[config.mk]
export PLATFORM = sky130hd
export DESIGN_NAME = packed_tile_palette_decoder_top
export DESIGN_NICKNAME = d
export VERILOG_FILES = /design/src/design/ptpd_pkg.sv /design/src/design/ptpd_ram.sv /design/src/design/ptpd_palette.sv /design/src/design/ptpd_cfg.sv /design/src/design/ptpd_emit.sv /design/src/design/packed_tile_palette_decoder_top.sv
export SDC_FILE = /design/constraint.sdc
export NUM_CORES = 1
export LEC_CHECK = 0
export BUFFER_PORTS_ARGS = -buffer_cell sky130_fd_sc_hd__buf_2
export CAP_MARGIN = 25
export CORE_MARGIN = 2
export CORE_UTILIZATION = 54
export DETAILED_ROUTE_END_ITERATION = 7
export GPL_TIMING_DRIVEN = 0
export HOLD_SLACK_MARGIN = 0.03
export PLACE_DENSITY = 0.75
export SYNTH_ARGS = -nofsm -noshare
export SYNTH_HDL_FRONTEND = slang
export SYNTH_HIERARCHICAL = 1
export SYNTH_SLANG_ARGS = --single-unit
[constraint.sdc]
create_clock -name clk -period 4.2 [get_ports clk]
set_clock_uncertainty 0.1 [all_clocks]
set_input_delay 0.21 -clock clk [delete_from_list [all_inputs] [get_ports clk]]
set_output_delay 0.21 -clock clk [all_outputs]
set_load 0.05 [all_outputs]
[src/design/ptpd_pkg.sv]
// Package for the packed tile palette decoder: widths, command codes,
// register indexes, helper functions and the structs between modules.
// No dependencies.
`timescale 1ns / 1ps

package ptpd_pkg;

	// Field and storage widths.
	localparam int CMD_W       = 2;
	localparam int PAL_ADDR_W  = 4;
	localparam int PAL_WORD_W  = 16;
	localparam int PAL_ENTRY_W = 9;
	localparam int PAL_DEPTH   = 16;
	localparam int TILE_BYTES  = 32;
	localparam int TILE_ADDR_W = 5;
	localparam int BYTE_W      = 8;
	localparam int PIX_IDX_W   = 6;
	localparam int SIDE_W      = 9;
	localparam int CFG_W       = 10;
	localparam int COORD_W     = 12;
	localparam int COLOR_W     = 8;
	localparam int APB_ADDR_W  = 3;
	localparam int APB_DATA_W  = 32;

	localparam logic [CFG_W-1:0] MAX_TILES_SIDE  = 10'd512;
	localparam logic [CFG_W-1:0] TILES_RESET_VAL = 10'd64;

	// Input commands.
	localparam logic [CMD_W-1:0] CMD_START   = 2'd0;
	localparam logic [CMD_W-1:0] CMD_PALETTE = 2'd1;
	localparam logic [CMD_W-1:0] CMD_TILE    = 2'd2;

	// Configuration register indexes (paddr bit 2).
	localparam logic REG_TILES_WIDE = 1'b0;
	localparam logic REG_TILES_HIGH = 1'b1;

	// Request from the input control to start emitting a complete tile.
	typedef struct packed {
		logic              go;
		logic [SIDE_W-1:0] base_x;
		logic [SIDE_W-1:0] base_y;
	} ptpd_start_t;

	// Status of the pixel pipeline back to the input control.
	typedef struct packed {
		logic busy;
	} ptpd_status_t;

	// Limits a side register to the largest supported tile count.
	function automatic logic [CFG_W-1:0] clamp_side(input logic [CFG_W-1:0] v);
		clamp_side = (v > MAX_TILES_SIDE) ? MAX_TILES_SIDE : v;
	endfunction

	// Scales a 3-bit component by 36 as 32*c + 4*c.
	function automatic logic [COLOR_W-1:0] scale36(input logic [2:0] c);
		scale36 = {c, 5'b00000} + {3'b000, c, 2'b00};
	endfunction

endpackage

[src/design/ptpd_ram.sv]
// Generic single-write, single-read synchronous RAM with registered read data.
// No dependencies.
`timescale 1ns / 1ps

module ptpd_ram #(
	parameter int WIDTH = 8,
	parameter int DEPTH = 32
) (
	input  logic                     clk,
	input  logic                     we,
	input  logic [$clog2(DEPTH)-1:0] waddr,
	input  logic [WIDTH-1:0]         wdata,
	input  logic                     re,
	input  logic [$clog2(DEPTH)-1:0] raddr,
	output logic [WIDTH-1:0]         rdata
);

	logic [WIDTH-1:0] mem_q [DEPTH];

	// Write port.
	always_ff @(posedge clk) begin
		if (we) begin
			mem_q[waddr] <= wdata;
		end
	end

	// Read port, registered; data holds while re is low.
	always_ff @(posedge clk) begin
		if (re) begin
			rdata <= mem_q[raddr];
		end
	end

endmodule

[src/design/ptpd_palette.sv]
// Palette store: a 16-entry RAM plus per-entry valid bits so that entries
// never written read as zero after reset. Depends on ptpd_pkg and ptpd_ram.
`timescale 1ns / 1ps

module ptpd_palette (
	input  logic                             clk,
	input  logic                             arst_n,
	input  logic                             we,
	input  logic [ptpd_pkg::PAL_ADDR_W-1:0]  waddr,
	input  logic [ptpd_pkg::PAL_ENTRY_W-1:0] wdata,
	input  logic                             re,
	input  logic [ptpd_pkg::PAL_ADDR_W-1:0]  raddr,
	output logic [ptpd_pkg::PAL_ENTRY_W-1:0] rdata
);

	logic [ptpd_pkg::PAL_DEPTH-1:0]   vld_q;
	logic                             rd_vld_q;
	logic [ptpd_pkg::PAL_ENTRY_W-1:0] ram_rdata;

	ptpd_ram #(
		.WIDTH(ptpd_pkg::PAL_ENTRY_W),
		.DEPTH(ptpd_pkg::PAL_DEPTH)
	) u_ram (
		.clk  (clk),
		.we   (we),
		.waddr(waddr),
		.wdata(wdata),
		.re   (re),
		.raddr(raddr),
		.rdata(ram_rdata)
	);

	// Valid bits are set on write and sampled alongside the RAM read.
	always_ff @(posedge clk or negedge arst_n) begin
		if (!arst_n) begin
			vld_q    <= '0;
			rd_vld_q <= 1'b0;
		end else begin
			if (we) begin
				vld_q[waddr] <= 1'b1;
			end
			if (re) begin
				rd_vld_q <= vld_q[raddr];
			end
		end
	end

	assign rdata = rd_vld_q ? ram_rdata : '0;

endmodule

[src/design/ptpd_cfg.sv]
// APB-style configuration registers: tiles_wide at byte address 0 and
// tiles_high at byte address 4. Depends on ptpd_pkg.
`timescale 1ns / 1ps

module ptpd_cfg (
	input  logic                            clk,
	input  logic                            arst_n,
	input  logic                            psel,
	input  logic                            penable,
	input  logic                            pwrite,
	input  logic [ptpd_pkg::APB_ADDR_W-1:0] paddr,
	input  logic [ptpd_pkg::APB_DATA_W-1:0] pwdata,
	output logic [ptpd_pkg::APB_DATA_W-1:0] prdata,
	output logic                            pready,
	output logic [ptpd_pkg::CFG_W-1:0]      tiles_wide,
	output logic [ptpd_pkg::CFG_W-1:0]      tiles_high
);

	logic wr_en;

	assign pready = 1'b1;
	assign wr_en  = psel && penable && pwrite && pready;

	// Register writes complete in the access phase.
	always_ff @(posedge clk or negedge arst_n) begin
		if (!arst_n) begin
			tiles_wide <= ptpd_pkg::TILES_RESET_VAL;
			tiles_high <= ptpd_pkg::TILES_RESET_VAL;
		end else if (wr_en) begin
			unique case (paddr[2])
				ptpd_pkg::REG_TILES_WIDE: tiles_wide <= pwdata[ptpd_pkg::CFG_W-1:0];
				ptpd_pkg::REG_TILES_HIGH: tiles_high <= pwdata[ptpd_pkg::CFG_W-1:0];
				default: ;
			endcase
		end
	end

	// Read-back mux.
	always_comb begin
		unique case (paddr[2])
			ptpd_pkg::REG_TILES_WIDE: prdata = {22'd0, tiles_wide};
			ptpd_pkg::REG_TILES_HIGH: prdata = {22'd0, tiles_high};
			default:                  prdata = '0;
		endcase
	end

endmodule

[src/design/ptpd_emit.sv]
// Pixel pipeline: walks the 64 pixels of a buffered tile, reads the tile
// buffer and then the palette, and holds each pixel in an output register.
// Depends on ptpd_pkg.
`timescale 1ns / 1ps

module ptpd_emit (
	input  logic                             clk,
	input  logic                             arst_n,
	input  ptpd_pkg::ptpd_start_t            start,
	output ptpd_pkg::ptpd_status_t           status,
	output logic                             tile_re,
	output logic [ptpd_pkg::TILE_ADDR_W-1:0] tile_raddr,
	input  logic [ptpd_pkg::BYTE_W-1:0]      tile_rdata,
	output logic                             pal_re,
	output logic [ptpd_pkg::PAL_ADDR_W-1:0]  pal_raddr,
	input  logic [ptpd_pkg::PAL_ENTRY_W-1:0] pal_rdata,
	output logic                             out_valid,
	input  logic                             out_stall,
	output logic [ptpd_pkg::COORD_W-1:0]     pixel_x,
	output logic [ptpd_pkg::COORD_W-1:0]     pixel_y,
	output logic [ptpd_pkg::COLOR_W-1:0]     red,
	output logic [ptpd_pkg::COLOR_W-1:0]     green,
	output logic [ptpd_pkg::COLOR_W-1:0]     blue,
	output logic                             transparent,
	output logic                             last
);

	localparam logic [ptpd_pkg::PIX_IDX_W-1:0] LAST_PIX = '1;

	logic                             act_q;
	logic [ptpd_pkg::PIX_IDX_W-1:0]   pix_q;
	logic [ptpd_pkg::SIDE_W-1:0]      base_x_q;
	logic [ptpd_pkg::SIDE_W-1:0]      base_y_q;
	logic                             valid_s1;
	logic [ptpd_pkg::PIX_IDX_W-1:0]   pix_s1;
	logic                             valid_s2;
	logic [ptpd_pkg::PIX_IDX_W-1:0]   pix_s2;
	logic                             zero_s2;
	logic                             out_valid_q;
	logic                             advance;
	logic [ptpd_pkg::PAL_ADDR_W-1:0]  nibble;

	// The whole pipeline moves whenever the output register can take a pixel.
	assign advance    = !out_valid_q || !out_stall;
	assign tile_re    = advance && act_q;
	assign tile_raddr = pix_q[ptpd_pkg::PIX_IDX_W-1:1];
	assign nibble     = pix_s1[0] ? tile_rdata[3:0] : tile_rdata[7:4];
	assign pal_re     = advance && valid_s1;
	assign pal_raddr  = nibble;
	assign status.busy = act_q || valid_s1 || valid_s2;
	assign out_valid  = out_valid_q;

	// Control: pixel sequencer and stage valid flags.
	always_ff @(posedge clk or negedge arst_n) begin
		if (!arst_n) begin
			act_q       <= 1'b0;
			pix_q       <= '0;
			valid_s1    <= 1'b0;
			valid_s2    <= 1'b0;
			out_valid_q <= 1'b0;
		end else begin
			if (start.go) begin
				act_q <= 1'b1;
				pix_q <= '0;
			end else if (tile_re) begin
				pix_q <= pix_q + 1'b1;
				if (pix_q == LAST_PIX) begin
					act_q <= 1'b0;
				end
			end
			if (advance) begin
				valid_s1    <= act_q;
				valid_s2    <= valid_s1;
				out_valid_q <= valid_s2;
			end
		end
	end

	// Payload: tile origin, pixel index through the stages, output fields.
	always_ff @(posedge clk) begin
		if (start.go) begin
			base_x_q <= start.base_x;
			base_y_q <= start.base_y;
		end
		if (advance) begin
			pix_s1 <= pix_q;
			pix_s2 <= pix_s1;
			zero_s2 <= (nibble == '0);
			if (valid_s2) begin
				pixel_x     <= {base_x_q, pix_s2[2:0]};
				pixel_y     <= {base_y_q, pix_s2[5:3]};
				transparent <= zero_s2;
				last        <= (pix_s2 == LAST_PIX);
				red         <= zero_s2 ? '0 : ptpd_pkg::scale36(pal_rdata[2:0]);
				green       <= zero_s2 ? '0 : ptpd_pkg::scale36(pal_rdata[5:3]);
				blue        <= zero_s2 ? '0 : ptpd_pkg::scale36(pal_rdata[8:6]);
			end
		end
	end

endmodule

[src/design/packed_tile_palette_decoder_top.sv]
// Top level of the packed tile palette decoder: input command handling,
// tile position state, and the tile buffer, palette, register and pixel
// pipeline instances. Depends on ptpd_pkg and all ptpd_* modules.
`timescale 1ns / 1ps

// Takes a stream of commands: start image, load one palette word, or one
// tile data byte. Each byte is buffered in a 32-entry tile RAM. The 32nd byte
// of a tile starts a burst of 64 pixel transactions in raster order, one per
// cycle when the output is not stalled. The first pixel reaches the output
// register through the sequencer start, tile RAM read and palette read
// stages, and input stays stalled until the pipeline has drained. Palette
// entries never written read as color zero; index zero is always transparent.
// tiles_wide and tiles_high are clamped to 512 and should only be written
// while the block is idle.
module packed_tile_palette_decoder_top (
	input  logic                                 clk,
	input  logic                                 arst_n,
	input  logic                                 psel,
	input  logic                                 penable,
	input  logic                                 pwrite,
	input  logic [ptpd_pkg::APB_ADDR_W-1:0]      paddr,
	input  logic [ptpd_pkg::APB_DATA_W-1:0]      pwdata,
	output logic [ptpd_pkg::APB_DATA_W-1:0]      prdata,
	output logic                                 pready,
	input  logic                                 in_valid,
	output logic                                 in_stall,
	input  logic [ptpd_pkg::CMD_W-1:0]           cmd,
	input  logic [ptpd_pkg::PAL_ADDR_W-1:0]      palette_index,
	input  logic [ptpd_pkg::PAL_WORD_W-1:0]      palette_word,
	input  logic [ptpd_pkg::BYTE_W-1:0]          tile_byte,
	output logic                                 out_valid,
	input  logic                                 out_stall,
	output logic [ptpd_pkg::COORD_W-1:0]         pixel_x,
	output logic [ptpd_pkg::COORD_W-1:0]         pixel_y,
	output logic [ptpd_pkg::COLOR_W-1:0]         red,
	output logic [ptpd_pkg::COLOR_W-1:0]         green,
	output logic [ptpd_pkg::COLOR_W-1:0]         blue,
	output logic                                 transparent,
	output logic                                 last
);

	localparam logic [ptpd_pkg::TILE_ADDR_W-1:0] LAST_BYTE = '1;

	logic [ptpd_pkg::CFG_W-1:0]       tiles_wide;
	logic [ptpd_pkg::CFG_W-1:0]       tiles_high;
	logic [ptpd_pkg::CFG_W-1:0]       wide;
	logic [ptpd_pkg::CFG_W-1:0]       high;
	ptpd_pkg::ptpd_start_t            start;
	ptpd_pkg::ptpd_status_t           status;
	logic                             accept;
	logic                             skip;
	logic                             pal_we;
	logic [ptpd_pkg::PAL_ENTRY_W-1:0] pal_wdata;
	logic                             tile_we;
	logic                             tile_re;
	logic [ptpd_pkg::TILE_ADDR_W-1:0] tile_raddr;
	logic [ptpd_pkg::BYTE_W-1:0]      tile_rdata;
	logic                             pal_re;
	logic [ptpd_pkg::PAL_ADDR_W-1:0]  pal_raddr;
	logic [ptpd_pkg::PAL_ENTRY_W-1:0] pal_rdata;
	logic [ptpd_pkg::TILE_ADDR_W-1:0] pos_q;
	logic [ptpd_pkg::SIDE_W-1:0]      col_q;
	logic [ptpd_pkg::SIDE_W-1:0]      row_q;
	logic                             done_q;
	logic [ptpd_pkg::SIDE_W-1:0]      col_next;
	logic [ptpd_pkg::SIDE_W-1:0]      row_next;

	ptpd_cfg u_cfg (
		.clk       (clk),
		.arst_n    (arst_n),
		.psel      (psel),
		.penable   (penable),
		.pwrite    (pwrite),
		.paddr     (paddr),
		.pwdata    (pwdata),
		.prdata    (prdata),
		.pready    (pready),
		.tiles_wide(tiles_wide),
		.tiles_high(tiles_high)
	);

	// Input decode. The tile buffer and palette are never written while the
	// pixel pipeline reads them, since input stalls until it drains.
	assign in_stall  = status.busy;
	assign accept    = in_valid && !in_stall;
	assign wide      = ptpd_pkg::clamp_side(tiles_wide);
	assign high      = ptpd_pkg::clamp_side(tiles_high);
	assign skip      = done_q || (wide == '0) || (high == '0) || ({1'b0, row_q} >= high);
	assign pal_we    = accept && (cmd == ptpd_pkg::CMD_PALETTE);
	assign pal_wdata = {palette_word[11:9], palette_word[7:5], palette_word[3:1]};
	assign tile_we   = accept && (cmd == ptpd_pkg::CMD_TILE) && !skip;
	assign col_next  = col_q + 1'b1;
	assign row_next  = row_q + 1'b1;

	assign start.go     = tile_we && (pos_q == LAST_BYTE);
	assign start.base_x = col_q;
	assign start.base_y = row_q;

	ptpd_ram #(
		.WIDTH(ptpd_pkg::BYTE_W),
		.DEPTH(ptpd_pkg::TILE_BYTES)
	) u_tile_buf (
		.clk  (clk),
		.we   (tile_we),
		.waddr(pos_q),
		.wdata(tile_byte),
		.re   (tile_re),
		.raddr(tile_raddr),
		.rdata(tile_rdata)
	);

	ptpd_palette u_palette (
		.clk   (clk),
		.arst_n(arst_n),
		.we    (pal_we),
		.waddr (palette_index),
		.wdata (pal_wdata),
		.re    (pal_re),
		.raddr (pal_raddr),
		.rdata (pal_rdata)
	);

	ptpd_emit u_emit (
		.clk        (clk),
		.arst_n     (arst_n),
		.start      (start),
		.status     (status),
		.tile_re    (tile_re),
		.tile_raddr (tile_raddr),
		.tile_rdata (tile_rdata),
		.pal_re     (pal_re),
		.pal_raddr  (pal_raddr),
		.pal_rdata  (pal_rdata),
		.out_valid  (out_valid),
		.out_stall  (out_stall),
		.pixel_x    (pixel_x),
		.pixel_y    (pixel_y),
		.red        (red),
		.green      (green),
		.blue       (blue),
		.transparent(transparent),
		.last       (last)
	);

	// Tile position state: byte count, tile column and row, image end.
	always_ff @(posedge clk or negedge arst_n) begin
		if (!arst_n) begin
			pos_q  <= '0;
			col_q  <= '0;
			row_q  <= '0;
			done_q <= 1'b0;
		end else if (accept) begin
			if (cmd == ptpd_pkg::CMD_START) begin
				pos_q  <= '0;
				col_q  <= '0;
				row_q  <= '0;
				done_q <= 1'b0;
			end else if (cmd == ptpd_pkg::CMD_TILE) begin
				if (skip) begin
					done_q <= 1'b1;
				end else begin
					pos_q <= pos_q + 1'b1;
					if (pos_q == LAST_BYTE) begin
						if ((col_next == '0) || ({1'b0, col_next} >= wide)) begin
							col_q <= '0;
							row_q <= row_next;
							if ((row_next == '0) || ({1'b0, row_next} >= high)) begin
								done_q <= 1'b1;
							end
						end else begin
							col_q <= col_next;
						end
					end
				end
			end
		end
	end

	// A tile burst starts only with an idle pixel pipeline.
	a_start_idle: assert property (@(posedge clk) disable iff (!arst_n)
		start.go |-> !status.busy)
		else $error("tile burst started while the pixel pipeline was busy");

	// The palette never changes under an active burst.
	a_pal_quiet: assert property (@(posedge clk) disable iff (!arst_n)
		pal_we |-> !status.busy)
		else $error("palette written during a pixel burst");

	// Within a tile, the column inside the tile steps by one each transaction.
	a_col_step: assert property (@(posedge clk) disable iff (!arst_n)
		(out_valid && !out_stall && !last) |=>
		(!out_valid || (pixel_x[2:0] == 3'($past(pixel_x[2:0]) + 3'd1))))
		else $error("pixel column within tile did not advance by one");

endmodule
==> impl_metrics.ini <==
[cts]
cts_sinks = 554
cts_tree = done
cts_buffers = 53
clock_latency_ns = 0.61
htree_num_levels = 2
clk_pin_slew_ns = 0.06
cts-root-buf = clkbuf_16
clock_path_buffers = 3

[sta]
finalSetupViolations = 0
tns_ns = 0
grt_setup_unrepaired = no
hold_violations = 0
maxSlewViolCount = 0
min_period_over_period_pct = 93.50
worst_pin_slew_ns = 1.032
fmax_ghz = 0.2546
slew_headroom_pct = 30.95
fin_crit_ns = 3.927

[worst_setup_path]
crit_slowest_cell = nor2_2
r2r_setup_slack_ns = 0.27
crit_buf_inv = 1
worstSetupPathType = flop to flop
start_kind = flop
worstPathArrival_ns = 4.06
critPathMaxStageDelay_ns = 0.57
required_ns = 4.34
r2r_cells = 12
cp_common_cell = nand2_1
crit_chain = nor4_1 > nand3_1 > nand2_1 > nand2_1 > ha_1 > a211oi_1 > nand2_1 > o2111a_1 > nor3_4 > buf_12 > nand3_2 > nor2_2
cpLargestDelayFamily = simple AND/OR/NAND/NOR gates
rr_endpoint = u_tile_buf/mem_q[31][5]
cp-end-kind = flop
path_max_fanout = 8
r2r_start = u_cfg/tiles_high[3]

[synthesis]
synth_common_cells = 483 x edfxtp_1, 101 x mux4_2, 69 x dfrtp_1
synth_flop_cell = edfxtp_1
synthAdderAreaFrac_pct = 1.735
yosys_warnings = 6
syn-cell-area_mm2 = 0.02308
synthXorXnorAreaFrac_pct = 0.4934
synth_top_area_share_pct = 62.85
synth_top_family_by_area = multiplexers
synth-simple-area-share_pct = 5.671
synth_compound_area_share_pct = 4.012
synth_area_leader_cell = edfxtp_1
avgSynthCellArea_um2 = 18.52
synth-seq-cells = 554
ys_seq_area_share_pct = 70.56
synthTopCellsByArea = edfxtp_1 63%, mux4_2 9.9%, dfrtp_1 7.5%
ys_types = 79
synthCells = 1246
async_flop_share_pct = 12.82
yosysMostFrequentCell = edfxtp_1
synth-edff-count = 483
muxShareOfSynthArea_pct = 14.57

[floorplan]
die_x_um = 210.7
ios = 157
die_h_um = 210.7
initial_core_util_pct = 54.89
placementRows = 75
core_area_mm2 = 0.04204
die_area_mm2 = 0.04441

[drt]
vias = 12240
dr.pass1.iters = 5
drt_iter0_markers = 1178
wl_per_cell_um = 22.87
drt-total-wl_mm = 47.10
drc = 0
ant_nets = 0
routed_via_density = 5.945

[placed_design]
dpl.hpwl_mm = 30.20
io_buffers = 96
gp_congestion = 0.8608
place_area_mm2 = 0.02444

[global_routing]
antenna_found_initial = 0
grt_pass1_wl_mm = 71.66
grt_overflow = 0
grt_max_degree = 42
grt_pass1_vias = 12050
grt.total_usage_pct = 21.43

[power]
p_sw_share_pct = 26.51
p_switching_w = 0.003812
p_total_w = 0.01438
p_per_area_mw_per_mm2 = 533.8
comb_power_share_pct = 20.6
p_int_w = 0.01056
ir_worst_vdd_uv = 519.1
clock_power_share_pct = 34.4
p_seq_share_pct = 45.0
total_leakage_power_nw = 9.488

[run_status]
outcome = complete, no violations

[cells_and_area]
area_growth_pct = 16.69
nets = 1579
final_area_mm2 = 0.02693
fin_util_pct = 64.06
num_antenna_cells = 0
drive_above_1_share_pct = 31.38
n_fill_cell = 2844

[worst_hold_path]
min_path_cells = 1
worstHoldPathType = primary input to flop
hp-start = tile_byte[4]
hold_end = u_tile_buf/mem_q[30][4]

[run]
maxCapViolCount = 0
-- flip-flops by register name, summed over array words and instances (netlist names), 3 cells and up --
signal	count
u_tile_buf/mem_q	256
u_emit/red	3
u_cfg/tiles_wide	10
u_emit/pixel_y	12
u_emit/base_y_q	9
u_emit/base_x_q	9
u_palette/vld_q	16
u_emit/pixel_x	12
u_emit/pix_q	6
u_emit/green	3
u_cfg/tiles_high	10
u_emit/pix_s2	6
u_tile_buf/rdata	8
row_q	9
u_emit/pix_s1	6
u_emit/blue	3
u_palette/u_ram/mem_q	144
pos_q	5
col_q	9
u_palette/u_ram/rdata	9
-- layer usage --
metal | global-route usage (%) | share of wire, % | vias up
met5 | 0 | 0 | -
met4 | 6.945 | 2.5 | 0
met3 | 3.375 | 6.0 | 79
met2 | 33.79 | 48 | 461
met1 | 31.18 | 43 | 6294
li1 | - | - | 5407
-- stage by stage --
stage          hold slack (ns)  instances  setup slack, ns
2_1_floorplan          -0.1856       1272           0.2834
3_3_place_gp            0.3048       1907          -0.6882
3_5_place_dp           0.08325       1913          -0.8198
4_1_cts                0.03434       2045          -0.1258
5_1_grt                0.05673       2059         0.001276
6_report               0.05904       2059           0.2730
-- placed cells by master, fill, tap and decap left out, types with 9 or more instances in the layout --
cell,n
buf_2,103
nor2b_1,15
o21ai_0,17
nand3_1,15
edfxtp_1,483
ha_1,32
nand2b_1,14
nand2_1,63
mux2_4,11
clkinv_1,10
clkbuf_16,53
mux4_2,101
clkbuf_1,24
clkinv_2,12
mux2_2,33
mux4_1,19
nor2_1,34
inv_1,11
dlygate4sd3_1,32
a22oi_1,21
nor2_4,18
buf_4,65
and2_1,13
dfrtp_1,69
conb_1,29
o211ai_1,10
nor2_2,14
nor3_1,11
o21bai_1,9
nand3b_1,10
-- power groups by stage --
stage | combinational (W) | sequential [W] | clock, W
floorplan | 0.00207 | 0.00655 | 0
global placement | 0.00284 | 0.00655 | 0
detailed placement | 0.00289 | 0.00657 | 0
CTS | 0.00295 | 0.00645 | 0.00503
global route | 0.00314 | 0.00648 | 0.00523
finish | 0.00297 | 0.00646 | 0.00495
-- final cells by class --
cell class	instances	area, um^2	share of cell area, %
flip-flops and latches	554	16280	60.47
multi-input cells	614	6441	23.92
clock buffers	68	1443	5.357
repair buffers	149	1047	3.889
well taps	539	674.4	2.504
plain buffers	90	616.8	2.291
clock inverters	32	374.1	1.389
inverters	13	50.05	0.1858
-- worst reg2reg max path: stages (launching register included) --
cell and delay, ns:
dfrtp_1 0.43, nor4_1 0.40, nand3_1 0.12, nand2_1 0.10, nand2_1 0.10, ha_1 0.32, a211oi_1 0.24, nand2_1 0.08
o2111a_1 0.36, nor3_4 0.25, buf_12 0.15, nand3_2 0.36, nor2_2 0.57
-- timing repair --
item / 4_1_cts / 5_1_grt
pin swaps: 0 / 6
buffers inserted: 0 / 14
setup endpoints to repair: 256 / 258
endpoints found under the hold margin: 311 / 0
hold buffers: 33 / 0
resized for setup: 28 / 26
-- logic make-up after synthesis --
group,Yosys count
compound gates,117
xor+xnor,13
fa+ha+maj,32
buf+inv,104
flops,554
mux,169
other cells,3
simple gates,254
-- worst max-delay path by stage --
stage / cells past startpoint / from / to / slack (ns)
floorplan: 12 / u_cfg/tiles_high[3] / u_emit/pix_q[5] / 0.28
global placement: 12 / u_cfg/tiles_high[3] / u_tile_buf/mem_q[0][2] / -0.69
detailed placement: 12 / u_cfg/tiles_high[3] / u_tile_buf/mem_q[4][1] / -0.82
CTS: 11 / u_cfg/tiles_high[3] / u_tile_buf/mem_q[22][4] / -0.13
global route: 12 / u_cfg/tiles_high[3] / u_tile_buf/mem_q[23][2] / 0.001
finish: 12 / u_cfg/tiles_high[3] / u_tile_buf/mem_q[31][5] / 0.27
Note: power is estimated with default switching activity, not from simulation.
